<file path="src/atapio_pkg.sv">
// Shared types and constants of the ATA PIO LBA28 transfer sequencer.
package atapio_pkg;

  localparam int SECTOR_W = 28;
  localparam int TOTAL_W  = 29;
  localparam int POLL_W   = 12;
  localparam int CHUNK_W  = 9;
  localparam int WORDS_W  = 17;

  // Largest chunk issued with one command, and the log2 of the 16-bit words in a sector.
  localparam int MAX_CHUNK_SECTORS = 256;
  localparam int WORDS_SHIFT       = 8;

  // Request codes on the input channel.
  localparam logic [1:0] REQ_START  = 2'd0;
  localparam logic [1:0] REQ_IRQ    = 2'd1;
  localparam logic [1:0] REQ_STATUS = 2'd2;

  // Result kinds on the output channel.
  localparam logic [2:0] KIND_REG_WRITE = 3'd0;
  localparam logic [2:0] KIND_MOVE      = 3'd1;
  localparam logic [2:0] KIND_FINISHED  = 3'd2;
  localparam logic [2:0] KIND_REJECTED  = 3'd3;
  localparam logic [2:0] KIND_FAILURE   = 3'd4;

  // Command block register offsets.
  localparam logic [2:0] REG_COUNT      = 3'd2;
  localparam logic [2:0] REG_LBA_LO     = 3'd3;
  localparam logic [2:0] REG_LBA_MID    = 3'd4;
  localparam logic [2:0] REG_LBA_HI     = 3'd5;
  localparam logic [2:0] REG_DRIVE_HEAD = 3'd6;
  localparam logic [2:0] REG_COMMAND    = 3'd7;

  // Device and command bytes, status bits.
  localparam logic [7:0] DEV_FIXED = 8'hA0;
  localparam logic [7:0] DEV_LBA   = 8'h40;
  localparam logic [7:0] DEV_SLAVE = 8'h10;
  localparam logic [7:0] CMD_RD    = 8'h20;
  localparam logic [7:0] CMD_WR    = 8'h30;
  localparam int         ST_BSY_BIT = 7;
  localparam int         ST_DRQ_BIT = 3;

  typedef struct packed {
    logic                drive_select;
    logic [SECTOR_W-1:0] max_sector;
    logic [POLL_W-1:0]   poll_limit;
  } cfg_t;

  // First result of a run, if any.
  typedef enum logic [2:0] {
    HEAD_NONE,
    HEAD_DEVSEL,
    HEAD_REJECT,
    HEAD_FAIL,
    HEAD_MOVE
  } head_t;

  // Closing part of a run, if any.
  typedef enum logic [1:0] {
    TAIL_NONE,
    TAIL_FINISH,
    TAIL_ISSUE
  } tail_t;

  // Compact description of all results caused by one input transfer.
  typedef struct packed {
    head_t               head;
    tail_t               tail;
    logic [SECTOR_W-1:0] head_sector;
    logic [CHUNK_W-1:0]  move_chunk;
    logic [SECTOR_W-1:0] issue_sector;
    logic [CHUNK_W-1:0]  issue_chunk;
    logic                writing;
    logic                slave;
  } run_t;

endpackage

</file>
<file path="src/ata_pio_transfer_sequencer_unit.sv">
// Top level of the ATA PIO LBA28 transfer sequencer with its APB register file.
// The first result of a request passes through the run queue, the back end's descriptor
// register and its output register. Throughput: one request transfer per cycle while the
// run queue has room; results leave at one per cycle while out_ready is high, a request
// causes up to 7 results, and runs follow each other without a gap.
// Reset is synchronous: control state clears and the registers return to their defaults.
module ata_pio_transfer_sequencer_unit import atapio_pkg::*; #(
  parameter int QUEUE_DEPTH = 4
) (
  input  logic                clk,
  input  logic                rst,
  // APB register port.
  input  logic                psel,
  input  logic                penable,
  input  logic                pwrite,
  input  logic [3:0]          paddr,
  input  logic [31:0]         pwdata,
  output logic [31:0]         prdata,
  output logic                pready,
  // Request channel.
  input  logic                in_valid,
  output logic                in_ready,
  input  logic [1:0]          req_type,
  input  logic [SECTOR_W-1:0] start_sector,
  input  logic [TOTAL_W-1:0]  sector_total,
  input  logic                is_write,
  input  logic [7:0]          status_byte,
  // Result channel.
  output logic                out_valid,
  input  logic                out_ready,
  output logic [2:0]          result_kind,
  output logic [2:0]          reg_offset,
  output logic [7:0]          reg_value,
  output logic [WORDS_W-1:0]  word_count,
  output logic [SECTOR_W-1:0] chunk_sector,
  output logic                last_of_run
);

  // Register indexes; each register sits at byte address four times its index.
  localparam logic [1:0] IDX_DRIVE_SELECT = 2'd0;
  localparam logic [1:0] IDX_MAX_SECTOR   = 2'd1;
  localparam logic [1:0] IDX_POLL_LIMIT   = 2'd2;

  localparam logic [SECTOR_W-1:0] MAX_SECTOR_RESET = SECTOR_W'(163839);
  localparam logic [POLL_W-1:0]   POLL_LIMIT_RESET = POLL_W'(3000);

  logic                drive_select;
  logic [SECTOR_W-1:0] max_sector;
  logic [POLL_W-1:0]   poll_limit;
  logic                cfg_write;
  cfg_t                cfg;

  run_t run;
  logic run_push;
  logic q_full;
  logic q_valid;
  run_t q_data;
  logic q_pop;

  // The register file never stalls the bus. A write lands in the access phase.
  assign pready    = 1'b1;
  assign cfg_write = psel && penable && pwrite && pready;

  always_ff @(posedge clk) begin
    if (rst) begin
      drive_select <= 1'b0;
      max_sector   <= MAX_SECTOR_RESET;
      poll_limit   <= POLL_LIMIT_RESET;
    end else if (cfg_write) begin
      case (paddr[3:2])
        IDX_DRIVE_SELECT: drive_select <= pwdata[0];
        IDX_MAX_SECTOR:   max_sector   <= pwdata[SECTOR_W-1:0];
        IDX_POLL_LIMIT:   poll_limit   <= pwdata[POLL_W-1:0];
        default: begin
        end
      endcase
    end
  end

  always_comb begin
    case (paddr[3:2])
      IDX_DRIVE_SELECT: prdata = {31'd0, drive_select};
      IDX_MAX_SECTOR:   prdata = 32'(max_sector);
      IDX_POLL_LIMIT:   prdata = 32'(poll_limit);
      default:          prdata = '0;
    endcase
  end

  assign cfg.drive_select = drive_select;
  assign cfg.max_sector   = max_sector;
  assign cfg.poll_limit   = poll_limit;

  // The front end decides, in the cycle of the transfer, every result that a request
  // causes and hands a compact run descriptor to the queue. It only stalls when the
  // queue is full, so slow result consumers never block state tracking until then.
  atapio_front u_front (
    .clk          (clk),
    .rst          (rst),
    .in_valid     (in_valid),
    .in_ready     (in_ready),
    .req_type     (req_type),
    .start_sector (start_sector),
    .sector_total (sector_total),
    .is_write     (is_write),
    .status_byte  (status_byte),
    .cfg          (cfg),
    .queue_full   (q_full),
    .run          (run),
    .run_push     (run_push)
  );

  atapio_queue #(
    .DEPTH (QUEUE_DEPTH)
  ) u_queue (
    .clk       (clk),
    .rst       (rst),
    .push      (run_push),
    .push_data (run),
    .full      (q_full),
    .pop       (q_pop),
    .valid     (q_valid),
    .data      (q_data)
  );

  // The back end walks each descriptor: an optional leading result (drive select,
  // rejection, failure or data move), then, if present, the finished report or the six
  // register writes that issue the next chunk. Results sit in an output register.
  atapio_back u_back (
    .clk          (clk),
    .rst          (rst),
    .q_valid      (q_valid),
    .q_data       (q_data),
    .q_pop        (q_pop),
    .out_valid    (out_valid),
    .out_ready    (out_ready),
    .result_kind  (result_kind),
    .reg_offset   (reg_offset),
    .reg_value    (reg_value),
    .word_count   (word_count),
    .chunk_sector (chunk_sector),
    .last_of_run  (last_of_run)
  );

`ifndef ASSERT_OFF
  // A descriptor is never offered to a full queue, or it would be dropped.
  assert property (@(posedge clk) disable iff (rst)
    run_push |-> !q_full)
    else $error("run descriptor pushed into a full queue");
`endif

endmodule

</file>
<file path="src/atapio_front.sv">
// Front end: accepts requests, keeps the transfer state and emits run descriptors.
module atapio_front import atapio_pkg::*; (
  input  logic                clk,
  input  logic                rst,
  input  logic                in_valid,
  output logic                in_ready,
  input  logic [1:0]          req_type,
  input  logic [SECTOR_W-1:0] start_sector,
  input  logic [TOTAL_W-1:0]  sector_total,
  input  logic                is_write,
  input  logic [7:0]          status_byte,
  input  cfg_t                cfg,
  input  logic                queue_full,
  output run_t                run,
  output logic                run_push
);

  typedef enum logic [1:0] {
    PH_IDLE,
    PH_WAIT_IRQ,
    PH_POLL,
    PH_WAIT_DONE
  } phase_t;

  phase_t              phase, phase_next;
  logic [SECTOR_W-1:0] next_sector, next_sector_next;
  logic [TOTAL_W-1:0]  sectors_left, sectors_left_next;
  logic [CHUNK_W-1:0]  chunk_size, chunk_size_next;
  logic                writing, writing_next;
  logic                awaiting_irq, awaiting_irq_next;
  logic [POLL_W-1:0]   polls_used, polls_used_next;

  logic                accept;
  logic [SECTOR_W-1:0] fin_sector;
  logic [TOTAL_W-1:0]  fin_left;
  logic [SECTOR_W-1:0] src_sector;
  logic [TOTAL_W-1:0]  src_left;
  logic                src_wr;
  logic [CHUNK_W-1:0]  issue_chunk;
  logic [POLL_W-1:0]   polls_inc;

  assign in_ready = !queue_full;
  assign accept   = in_valid && in_ready;

  assign fin_sector = next_sector + SECTOR_W'(chunk_size);
  assign fin_left   = (sectors_left >= TOTAL_W'(chunk_size)) ?
                      sectors_left - TOTAL_W'(chunk_size) : '0;

  // A start issues from the request itself, every other step from the finished chunk.
  assign src_sector  = (req_type == REQ_START) ? start_sector : fin_sector;
  assign src_left    = (req_type == REQ_START) ? sector_total : fin_left;
  assign src_wr      = (req_type == REQ_START) ? is_write : writing;
  assign issue_chunk = (src_left > TOTAL_W'(MAX_CHUNK_SECTORS)) ?
                       CHUNK_W'(MAX_CHUNK_SECTORS) : src_left[CHUNK_W-1:0];
  assign polls_inc   = polls_used + POLL_W'(1);

  always_comb begin
    phase_next        = phase;
    next_sector_next  = next_sector;
    sectors_left_next = sectors_left;
    chunk_size_next   = chunk_size;
    writing_next      = writing;
    awaiting_irq_next = awaiting_irq;
    polls_used_next   = polls_used;

    run.head         = HEAD_NONE;
    run.tail         = TAIL_NONE;
    run.head_sector  = next_sector;
    run.move_chunk   = chunk_size;
    run.issue_sector = src_sector;
    run.issue_chunk  = issue_chunk;
    run.writing      = src_wr;
    run.slave        = cfg.drive_select;

    case (req_type)
      REQ_START: begin
        if (phase == PH_IDLE) begin
          if (start_sector > cfg.max_sector) begin
            run.head        = HEAD_REJECT;
            run.head_sector = start_sector;
          end else begin
            next_sector_next  = start_sector;
            sectors_left_next = sector_total;
            writing_next      = is_write;
            chunk_size_next   = '0;
            run.head          = HEAD_DEVSEL;
            run.head_sector   = start_sector;
            if (sector_total == '0) begin
              run.tail = TAIL_FINISH;
            end else begin
              run.tail          = TAIL_ISSUE;
              chunk_size_next   = issue_chunk;
              awaiting_irq_next = 1'b1;
              polls_used_next   = '0;
              phase_next        = is_write ? PH_POLL : PH_WAIT_IRQ;
            end
          end
        end
      end
      REQ_IRQ: begin
        if (awaiting_irq) begin
          awaiting_irq_next = 1'b0;
          if (phase == PH_WAIT_IRQ) begin
            phase_next      = PH_POLL;
            polls_used_next = '0;
          end else if (phase == PH_WAIT_DONE) begin
            next_sector_next  = fin_sector;
            sectors_left_next = fin_left;
            if (fin_left == '0) begin
              run.tail   = TAIL_FINISH;
              phase_next = PH_IDLE;
            end else begin
              run.tail          = TAIL_ISSUE;
              chunk_size_next   = issue_chunk;
              awaiting_irq_next = 1'b1;
              polls_used_next   = '0;
              phase_next        = writing ? PH_POLL : PH_WAIT_IRQ;
            end
          end
        end
      end
      REQ_STATUS: begin
        if (phase == PH_POLL) begin
          if (status_byte[ST_BSY_BIT]) begin
            polls_used_next = polls_inc;
            // A wrapped counter also counts as an exhausted budget.
            if (polls_inc >= cfg.poll_limit || polls_inc == '0) begin
              run.head   = HEAD_FAIL;
              phase_next = PH_IDLE;
            end
          end else if (status_byte[ST_DRQ_BIT]) begin
            run.head = HEAD_MOVE;
            if (!writing || !awaiting_irq) begin
              next_sector_next  = fin_sector;
              sectors_left_next = fin_left;
              if (fin_left == '0) begin
                run.tail   = TAIL_FINISH;
                phase_next = PH_IDLE;
              end else begin
                run.tail          = TAIL_ISSUE;
                chunk_size_next   = issue_chunk;
                awaiting_irq_next = 1'b1;
                polls_used_next   = '0;
                phase_next        = writing ? PH_POLL : PH_WAIT_IRQ;
              end
            end else begin
              phase_next = PH_WAIT_DONE;
            end
          end else begin
            run.head   = HEAD_FAIL;
            phase_next = PH_IDLE;
          end
        end
      end
      default: begin
      end
    endcase
  end

  assign run_push = accept && (run.head != HEAD_NONE || run.tail != TAIL_NONE);

  always_ff @(posedge clk) begin
    if (rst) begin
      phase        <= PH_IDLE;
      next_sector  <= '0;
      sectors_left <= '0;
      chunk_size   <= '0;
      writing      <= 1'b0;
      awaiting_irq <= 1'b0;
      polls_used   <= '0;
    end else if (accept) begin
      phase        <= phase_next;
      next_sector  <= next_sector_next;
      sectors_left <= sectors_left_next;
      chunk_size   <= chunk_size_next;
      writing      <= writing_next;
      awaiting_irq <= awaiting_irq_next;
      polls_used   <= polls_used_next;
    end
  end

`ifndef ASSERT_OFF
  // An interrupt is only armed by issuing a command, which leaves idle.
  assert property (@(posedge clk) disable iff (rst)
    $rose(awaiting_irq) |-> (phase == PH_POLL || phase == PH_WAIT_IRQ))
    else $error("interrupt armed while the sequencer is idle");
`endif

endmodule

</file>
<file path="src/atapio_queue.sv">
// Short queue of run descriptors between the front end and the back end.
module atapio_queue import atapio_pkg::*; #(
  parameter int DEPTH = 4
) (
  input  logic clk,
  input  logic rst,
  input  logic push,
  input  run_t push_data,
  output logic full,
  input  logic pop,
  output logic valid,
  output run_t data
);

  localparam int PTR_W = (DEPTH > 1) ? $clog2(DEPTH) : 1;
  localparam int CNT_W = $clog2(DEPTH + 1);

  run_t             entries [DEPTH];
  logic [PTR_W-1:0] wr_ptr;
  logic [PTR_W-1:0] rd_ptr;
  logic [CNT_W-1:0] count;
  logic             do_push;
  logic             do_pop;

  assign full    = (count == CNT_W'(DEPTH));
  assign valid   = (count != '0);
  assign data    = entries[rd_ptr];
  assign do_push = push && !full;
  assign do_pop  = pop && valid;

  always_ff @(posedge clk) begin
    if (do_push) begin
      entries[wr_ptr] <= push_data;
    end
  end

  always_ff @(posedge clk) begin
    if (rst) begin
      wr_ptr <= '0;
      rd_ptr <= '0;
      count  <= '0;
    end else begin
      if (do_push) begin
        wr_ptr <= (wr_ptr == PTR_W'(DEPTH - 1)) ? '0 : wr_ptr + PTR_W'(1);
      end
      if (do_pop) begin
        rd_ptr <= (rd_ptr == PTR_W'(DEPTH - 1)) ? '0 : rd_ptr + PTR_W'(1);
      end
      if (do_push && !do_pop) begin
        count <= count + CNT_W'(1);
      end else if (do_pop && !do_push) begin
        count <= count - CNT_W'(1);
      end
    end
  end

endmodule

</file>
<file path="src/atapio_back.sv">
// Back end: expands each run descriptor into result transfers, one per cycle while out_ready is high.
module atapio_back import atapio_pkg::*; (
  input  logic                clk,
  input  logic                rst,
  input  logic                q_valid,
  input  run_t                q_data,
  output logic                q_pop,
  output logic                out_valid,
  input  logic                out_ready,
  output logic [2:0]          result_kind,
  output logic [2:0]          reg_offset,
  output logic [7:0]          reg_value,
  output logic [WORDS_W-1:0]  word_count,
  output logic [SECTOR_W-1:0] chunk_sector,
  output logic                last_of_run
);

  run_t       cur;
  logic       busy;
  logic [2:0] step;

  logic                has_head;
  logic [2:0]          n_results;
  logic [2:0]          tail_idx;
  logic                last;
  logic                adv;
  logic                load;
  logic [7:0]          dev_byte;
  logic [2:0]          res_kind;
  logic [2:0]          res_offset;
  logic [7:0]          res_value;
  logic [WORDS_W-1:0]  res_words;
  logic [SECTOR_W-1:0] res_sector;

  assign has_head  = (cur.head != HEAD_NONE);
  assign n_results = {2'b00, has_head} +
                     ((cur.tail == TAIL_ISSUE) ? 3'd6 :
                      (cur.tail == TAIL_FINISH) ? 3'd1 : 3'd0);
  assign tail_idx  = step - {2'b00, has_head};
  assign last      = (step == n_results - 3'd1);
  assign dev_byte  = DEV_FIXED | DEV_LBA | (cur.slave ? DEV_SLAVE : 8'h00);

  // The output register is free when empty or being drained this cycle.
  assign adv   = !out_valid || out_ready;
  assign load  = q_valid && (!busy || (adv && last));
  assign q_pop = load;

  always_comb begin
    res_kind   = KIND_FINISHED;
    res_offset = '0;
    res_value  = '0;
    res_words  = '0;
    res_sector = '0;
    if (has_head && step == 3'd0) begin
      res_sector = cur.head_sector;
      case (cur.head)
        HEAD_DEVSEL: begin
          res_kind   = KIND_REG_WRITE;
          res_offset = REG_DRIVE_HEAD;
          res_value  = dev_byte;
        end
        HEAD_REJECT: res_kind = KIND_REJECTED;
        HEAD_FAIL:   res_kind = KIND_FAILURE;
        HEAD_MOVE: begin
          res_kind  = KIND_MOVE;
          res_words = WORDS_W'(cur.move_chunk) << WORDS_SHIFT;
        end
        default: res_sector = '0;
      endcase
    end else if (cur.tail == TAIL_ISSUE) begin
      res_kind   = KIND_REG_WRITE;
      res_sector = cur.issue_sector;
      case (tail_idx)
        3'd0: begin
          res_offset = REG_COUNT;
          res_value  = cur.issue_chunk[7:0];
        end
        3'd1: begin
          res_offset = REG_LBA_LO;
          res_value  = cur.issue_sector[7:0];
        end
        3'd2: begin
          res_offset = REG_LBA_MID;
          res_value  = cur.issue_sector[15:8];
        end
        3'd3: begin
          res_offset = REG_LBA_HI;
          res_value  = cur.issue_sector[23:16];
        end
        3'd4: begin
          res_offset = REG_DRIVE_HEAD;
          res_value  = dev_byte | {4'b0000, cur.issue_sector[27:24]};
        end
        default: begin
          res_offset = REG_COMMAND;
          res_value  = cur.writing ? CMD_WR : CMD_RD;
        end
      endcase
    end
  end

  always_ff @(posedge clk) begin
    if (load) begin
      cur <= q_data;
    end
    if (adv && busy) begin
      result_kind  <= res_kind;
      reg_offset   <= res_offset;
      reg_value    <= res_value;
      word_count   <= res_words;
      chunk_sector <= res_sector;
      last_of_run  <= last;
    end
  end

  always_ff @(posedge clk) begin
    if (rst) begin
      busy      <= 1'b0;
      step      <= '0;
      out_valid <= 1'b0;
    end else begin
      if (adv) begin
        out_valid <= busy;
      end
      if (load) begin
        busy <= 1'b1;
        step <= '0;
      end else if (adv && busy) begin
        if (last) begin
          busy <= 1'b0;
        end else begin
          step <= step + 3'd1;
        end
      end
    end
  end

`ifndef ASSERT_OFF
  // Finished, rejected and failed always close a run.
  assert property (@(posedge clk) disable iff (rst)
    out_valid && (result_kind == KIND_FINISHED || result_kind == KIND_REJECTED ||
                  result_kind == KIND_FAILURE) |-> last_of_run)
    else $error("terminal result not marked last");

  // The command byte ends every chunk issue.
  assert property (@(posedge clk) disable iff (rst)
    out_valid && result_kind == KIND_REG_WRITE && reg_offset == REG_COMMAND
      |-> last_of_run)
    else $error("command write not last of run");
`endif

endmodule
</file>
<file path="config.mk">
export PLATFORM = sky130hd
export DESIGN_NAME = ata_pio_transfer_sequencer_unit
export DESIGN_NICKNAME = d
export VERILOG_FILES = /design/src/atapio_pkg.sv /design/src/ata_pio_transfer_sequencer_unit.sv /design/src/atapio_front.sv /design/src/atapio_queue.sv /design/src/atapio_back.sv
export SDC_FILE = /design/constraint.sdc
export NUM_CORES = 1
export LEC_CHECK = 0
export CAP_MARGIN = 15
export CORE_AREA = 2 2 204 206
export DETAILED_ROUTE_END_ITERATION = 10
export DIE_AREA = 0 0 206 208
export DONT_BUFFER_PORTS = 1
export PLACE_DENSITY = 0.92
export SLEW_MARGIN = 20
export SYNTH_ARGS = -nofsm -noshare
export SYNTH_HDL_FRONTEND = slang
export SYNTH_HIERARCHICAL = 1
export SYNTH_SLANG_ARGS = --single-unit
</file>
<file path="constraint.sdc">
create_clock -name clk -period 13.01 [get_ports clk]
set_input_delay 1.301 -clock clk [delete_from_list [all_inputs] [get_ports clk]]
set_output_delay 1.301 -clock clk [all_outputs]
set_load 0.05 [all_outputs]
</file>
=== Word level (Yosys, flattened, before mapping) ===
Memories as Yosys holds them, arrays and structs flattened. A register that Yosys moved wholly into a read port is not among the register bits.
Index checks and enable logic that the tools add are counted.

* Bits in registers: 195
* Memory bits (writable): 324
* Input port bits: 111
* Output and inout port bits: 95
* Memories kept: 1

* $add $sub $neg: 11
* Order comparisons: 4
* Equality and inequality tests: 36
* Muxes and demuxes: 123
* Bitwise logic cells: 3
* Reductions and logical operators: 53

{| class="wikitable"
|+ Memory list
! name !! depth !! width !! read ports !! clocked after Yosys merged registers in !! wr ports !! RTL line !! text
|-
| u_queue.entries || 4 || 81 || 1 || 1 || 1 || atapio_queue.sv:18 || <nowiki>run_t entries [DEPTH];</nowiki>
|}

{| class="wikitable"
|+ Operator list
! operator !! count
|-
| 28-bit two-way mux || 14
|-
| 29-bit two-way mux || 11
|-
| 28-bit one-hot mux with 3 select lines || 2
|-
| 12-bit two-way mux || 11
|-
| 9-bit two-way mux || 12
|-
| 29-bit one-hot mux with 3 select lines || 1
|-
| 29-bit logical NOT || 2
|-
| 2-bit two-way mux || 28
|-
| 8-bit one-hot mux with 5 select lines || 1
|-
| 12-bit one-hot mux with 3 select lines || 1
|-
| 33-bit two-way mux || 1
|-
| 29-bit by 9-bit greater-or-equal comparator with 1-bit output || 1
|-
| 29-bit by 9-bit greater-than comparator with 1-bit output (second input constant) || 1
|-
| 29-bit by 9-bit subtractor with 29-bit output || 1
|-
| 28-bit by 9-bit adder with 28-bit output || 1
|-
| 28-bit greater-than comparator || 1
|-
| 3-bit two-way mux || 9
|-
| 9-bit one-hot mux with 3 select lines || 1
|-
| 8-bit two-way mux || 3
|-
| 10-bit AND reduction || 2
|-
| 1-bit two-way mux || 19
|-
| 5-bit two-way mux || 3
|-
| 3-bit one-hot mux with 5 select lines || 1
|-
| 2-bit equality test (second input constant) || 7
|-
| 37 further kinds || 96
|}

=== Logic depth before layout (Yosys ltp) ===
* Depth after elaboration: 17
* Mapped depth: 22
* Depth with buffers taken out: 21

=== Modules after synthesis ===
Netlist, hierarchy kept.

{| class="wikitable"
|+ By module, submodules not included
! module !! instances !! cells each !! area an instance (um^2) !! sequential area each (um^2)
|-
| atapio_queue || 1 || 473 || 12199.2 || 9909.5
|-
| atapio_front || 1 || 1142 || 8246.7 || 1641.6
|-
| atapio_back || 1 || 314 || 5335.1 || 4063.9
|-
| ata_pio_transfer_sequencer_unit || 1 || 215 || 2008.2 || 820.8
|}

=== Worst setup path before layout ===
Ideal clock, no wire load.

* Kind: register to register
* Start: reg u_front.polls_used[2]
* End: mem u_queue/entries[3][0] (netlist bit) (enable)
* Setup time: 0.449 ns
* Arrival time: 5.331 ns
* Data required time: 12.561 ns
* Slack: 7.230 ns
* Stages on the path, launching flop included: 16
* Path buffers: 1
* Path through: dfxtp_1 -> and3_1 -> clkbuf_1 -> and3_1 -> and3_1 -> and3_1 -> and3_1 -> xnor2_1 -> inv_1 -> ha_1 -> o2111ai_1 -> a21oi_1 -> a211oi_1 -> or4b_2 -> a31oi_1 -> and3_1

* Cells in the longest elaborated chain, start to end: 13
* Elaborated cells on any way between the ends: 14

{| class="wikitable"
|+ RTL lines
! element !! RTL line !! text
|-
| start: declaration || atapio_front.sv:31 || <nowiki>logic [POLL_W-1:0] polls_used, polls_used_next;</nowiki>
|-
| start signal: assignment || atapio_front.sv:178 || <nowiki>polls_used <= polls_used_next;</nowiki>
|-
| 12-bit by 1-bit adder with 12-bit output (*) || atapio_front.sv:55 || <nowiki>assign polls_inc = polls_used + POLL_W'(1);</nowiki>
|-
| 12-bit greater-or-equal comparator / 12-bit logical NOT (equally long branches) || atapio_front.sv:127 || <nowiki>if (polls_inc >= cfg.poll_limit || polls_inc == '0) begin</nowiki>
|-
| 1-bit logical OR (*) || atapio_front.sv:127 ||
|-
| 2-bit two-way mux (*) || atapio_front.sv:127 ||
|-
| 3-bit two-way mux (*) || atapio_front.sv:124 || <nowiki>if (status_byte[ST_BSY_BIT]) begin</nowiki>
|-
| 5-bit two-way mux (*) || atapio_front.sv:123 || <nowiki>if (phase == PH_POLL) begin</nowiki>
|-
| 3-bit one-hot mux with 2 select lines (*) || atapio_front.sv:75 || <nowiki>case (req_type)</nowiki>
|-
| 3-bit nonzero test (*) || atapio_front.sv:160 || <nowiki>assign run_push = accept && (run.head != HEAD_NONE || run.tail != TAIL_NONE);</nowiki>
|-
| 1-bit logical OR (*) || atapio_front.sv:160 ||
|-
| 1-bit logical AND (*) || atapio_front.sv:160 ||
|-
| net run_push || ata_pio_transfer_sequencer_unit.sv:54 || <nowiki>logic run_push;</nowiki>
|-
| 1-bit logical AND (*) || atapio_queue.sv:28 || <nowiki>assign do_push = push && !full;</nowiki>
|-
| 1-bit two-way mux (*) || atapio_queue.sv:32 || <nowiki>if (do_push) begin</nowiki>
|-
| 1-bit two-way mux (not written as such) (*) || atapio_queue.sv:33 || <nowiki>entries[wr_ptr] <= push_data;</nowiki>
|-
| end: declaration || atapio_queue.sv:18 ||
|}

The timed path passes the listed nets; every way through them passes the cells marked *.

=== Worst setup path after layout ===
* Start: reg u_front.polls_used[2]
* End: mem u_queue/entries[2][19] (netlist bit) (enable)

Same word-level chain as after synthesis.

==> flow_metrics.tcl <==
set metrics [dict create \
    syn_inst 2139 \
    pwr-share-comb_pct 21.3 \
    p_seq_share_pct 46.7 \
    grt_pass1_wl_um 108000 \
    die_height_um 208 \
    wl_um 71600 \
    vdd_ir_drop_max_v 0.000127 \
    first_pass_iters 7 \
    max_slew.worst_pin.slew_ns 1.14 \
    cp-start-kind "register" \
    dpl_cell_area_um2 27800 \
    hold_class "reg -> reg" \
    syn_avg_cell_area_um2 12.9 \
    utilization_pct 73.6 \
    cts_hold_repair.buffers 0 \
    end_kind "register" \
    pin_count 206 \
    clock_path_buffers 3 \
    die-area_um2 42800 \
    wl_per_cell_um 26.8 \
    h-tree-depth 2 \
    initial_utilization_pct 68.2 \
    slowest_stage "and3_2" \
    stdcell_count 2671 \
    fin_ws_ns 6.72 \
    cts_tree "yes" \
    grt_overflow 0 \
    cpMostUsedCell "and3_1" \
    critical_path_required_ns 13.25 \
    dp_cells 2565 \
    drc 0 \
    yosys_warnings 6 \
    switching_share_pct 32.1 \
    setup_viol 0 \
    finalPower_mw 5.59 \
    p_per_area_nw_per_um2 187 \
    ctsResizeCount 0 \
    row_count 74 \
    holdWs_ns 0.484 \
    post-place-ws_ns 6.99 \
    dr_total_vias 18500 \
    max_stage_delay_ns 1.00 \
    finalHoldViolations 0 \
    drt_iter0_markers 2655 \
    maxSlewViolCount 0 \
    fillCellCount 2403 \
    power_leakage_nw 10.4 \
    critical_path_class "reg -> reg" \
    synth_area_um2 27600 \
    grt.total_usage_pct 33.5 \
    viasPerCell 6.93 \
    antenna_found_initial 3 \
    area_growth_syn_to_layout_pct 7.95 \
    setup_tns_ns 0 \
    cts_sinks 589 \
    cts-root-buf "clkbuf_16" \
    port_buffers 0 \
    fmax_mhz 159 \
    final_antenna_net_count 0 \
    fin_crit_sh_pct 48.4 \
    core_um2 40600 \
    slew_headroom_pct 23.8 \
    gp_congestion 0.940 \
    power.share.clock_pct 32.0 \
    drive_gt1_share_pct 13.3 \
    post-cts-setup-buffer-count 0 \
    rsz0062_at_grt "no" \
    first_global_vias 18000 \
    cts-buffers-inserted 55 \
    clkSlewWorstSetupHoldPaths_ns 0.07 \
    grt_start_max_net_pins 169 \
    power_switching_mw 1.79 \
    cap_violations 0 \
    stdcell_area_um2 29800 \
    die_x_um 206 \
    fin_skew_ns 0.0372 \
    dpl.hpwl_um 44500 \
    intPower_mw 3.80 \
    outcome "finished, final reports clean" \
    cp.arrival_ns 6.53 \
    finalCriticalPeriod_ns 6.29 \
    crit_chain "and3_1 -> and3_1 -> and3_1 -> and3_1 -> and3_1 -> xnor2_1 -> inv_1 -> ha_1 -> o2111ai_1 -> a21oi_1 -> a211oi_1 -> or4b_2 -> a31oi_1 -> and3_2 -> buf_4" \
    fin_nets 2280 \
    cp_max_fo 47 \
    clk_latency_ns 0.63 \
]
==> area by class of cell <==
| class | count | area [um^2] | share of cell area [%] |
|---|---|---|---|
| Timing Repair Buffer | 21 | 185 | 0.620 |
| Antenna cell | 1 | 2.50 | 0.00839 |
| Clock inverter | 45 | 624 | 2.09 |
| Sequential cell | 589 | 16300 | 54.7 |
| Tap cell | 532 | 666 | 2.23 |
| Multi-Input combinational cell | 1326 | 10300 | 34.4 |
| Clock buffer | 59 | 1400 | 4.70 |
| Inverter | 98 | 388 | 1.30 |
==> per-layer routing <==
metal,up-vias,track usage [%],wire (um)
met5,-,0,14
met4,2,12.1,2730
met3,230,8.65,8910
met2,1362,53.1,33900
met1,8968,44.9,26100
li1,7937,-,-
==> cells in the final DEF, fill, tap and decap left out, types with 59 or more instances in the layout <==
master      n
a21oi_1    83
inv_1      93
o21ai_0    89
mux4_2     82
ha_1       74
edfxtp_1  452
nand2_1   148
dfxtp_1   135
nor2_1    144
mux2i_1    59
==> worst paths after layout <==
| path | slack, ns | depth (start not counted) | to | startpoint |
|---|---|---|---|---|
| worst max-delay path | 6.72 | 15 | u_queue/entries[2][19] | u_front/polls_used[2] |
| worst min-delay path | 0.48 | 2 | u_front/next_sector[3] | u_front/next_sector[3] |
| worst max register to register | 6.72 | 15 | u_queue/entries[2][19] | u_front/polls_used[2] |
| worst min register to register | 0.48 | 2 | u_front/next_sector[3] | u_front/next_sector[3] |
==> power by group through the flow <==
stage	clock network, mW	logic (mW)	registers [mW]
floorplan	0	0.916	2.59
global placement	0	1.07	2.65
detailed placement	0	1.11	2.67
CTS	1.80	1.14	2.63
global route	1.87	1.28	2.63
finish	1.79	1.19	2.61
==> worst max-delay path: cells and delay by family (launching register included) <==
kind            cells  cell delay (ns)
simple gates        7             3.01
fa+ha+maj           1             0.30
flops               1             0.49
xor+xnor            1             0.18
compound gates      4             1.05
buf+inv             2             0.85
==> sequential cells by signal, indices dropped and copies added (netlist names), 2 cells and up, named ones only <==
register,count
poll_limit,12
u_front/phase,2
u_front/polls_used,12
u_queue/count,3
u_back/cur,80
u_back/reg_value,8
u_back/reg_offset,3
u_queue/rd_ptr,2
u_back/chunk_sector,28
max_sector,28
u_front/sectors_left,29
u_front/next_sector,28
u_queue/wr_ptr,2
u_back/result_kind,3
u_front/chunk_size,9
u_back/word_count,9
u_back/step,3
u_queue/entries,320
No activity file was read; power rests on OpenSTA's default activity.
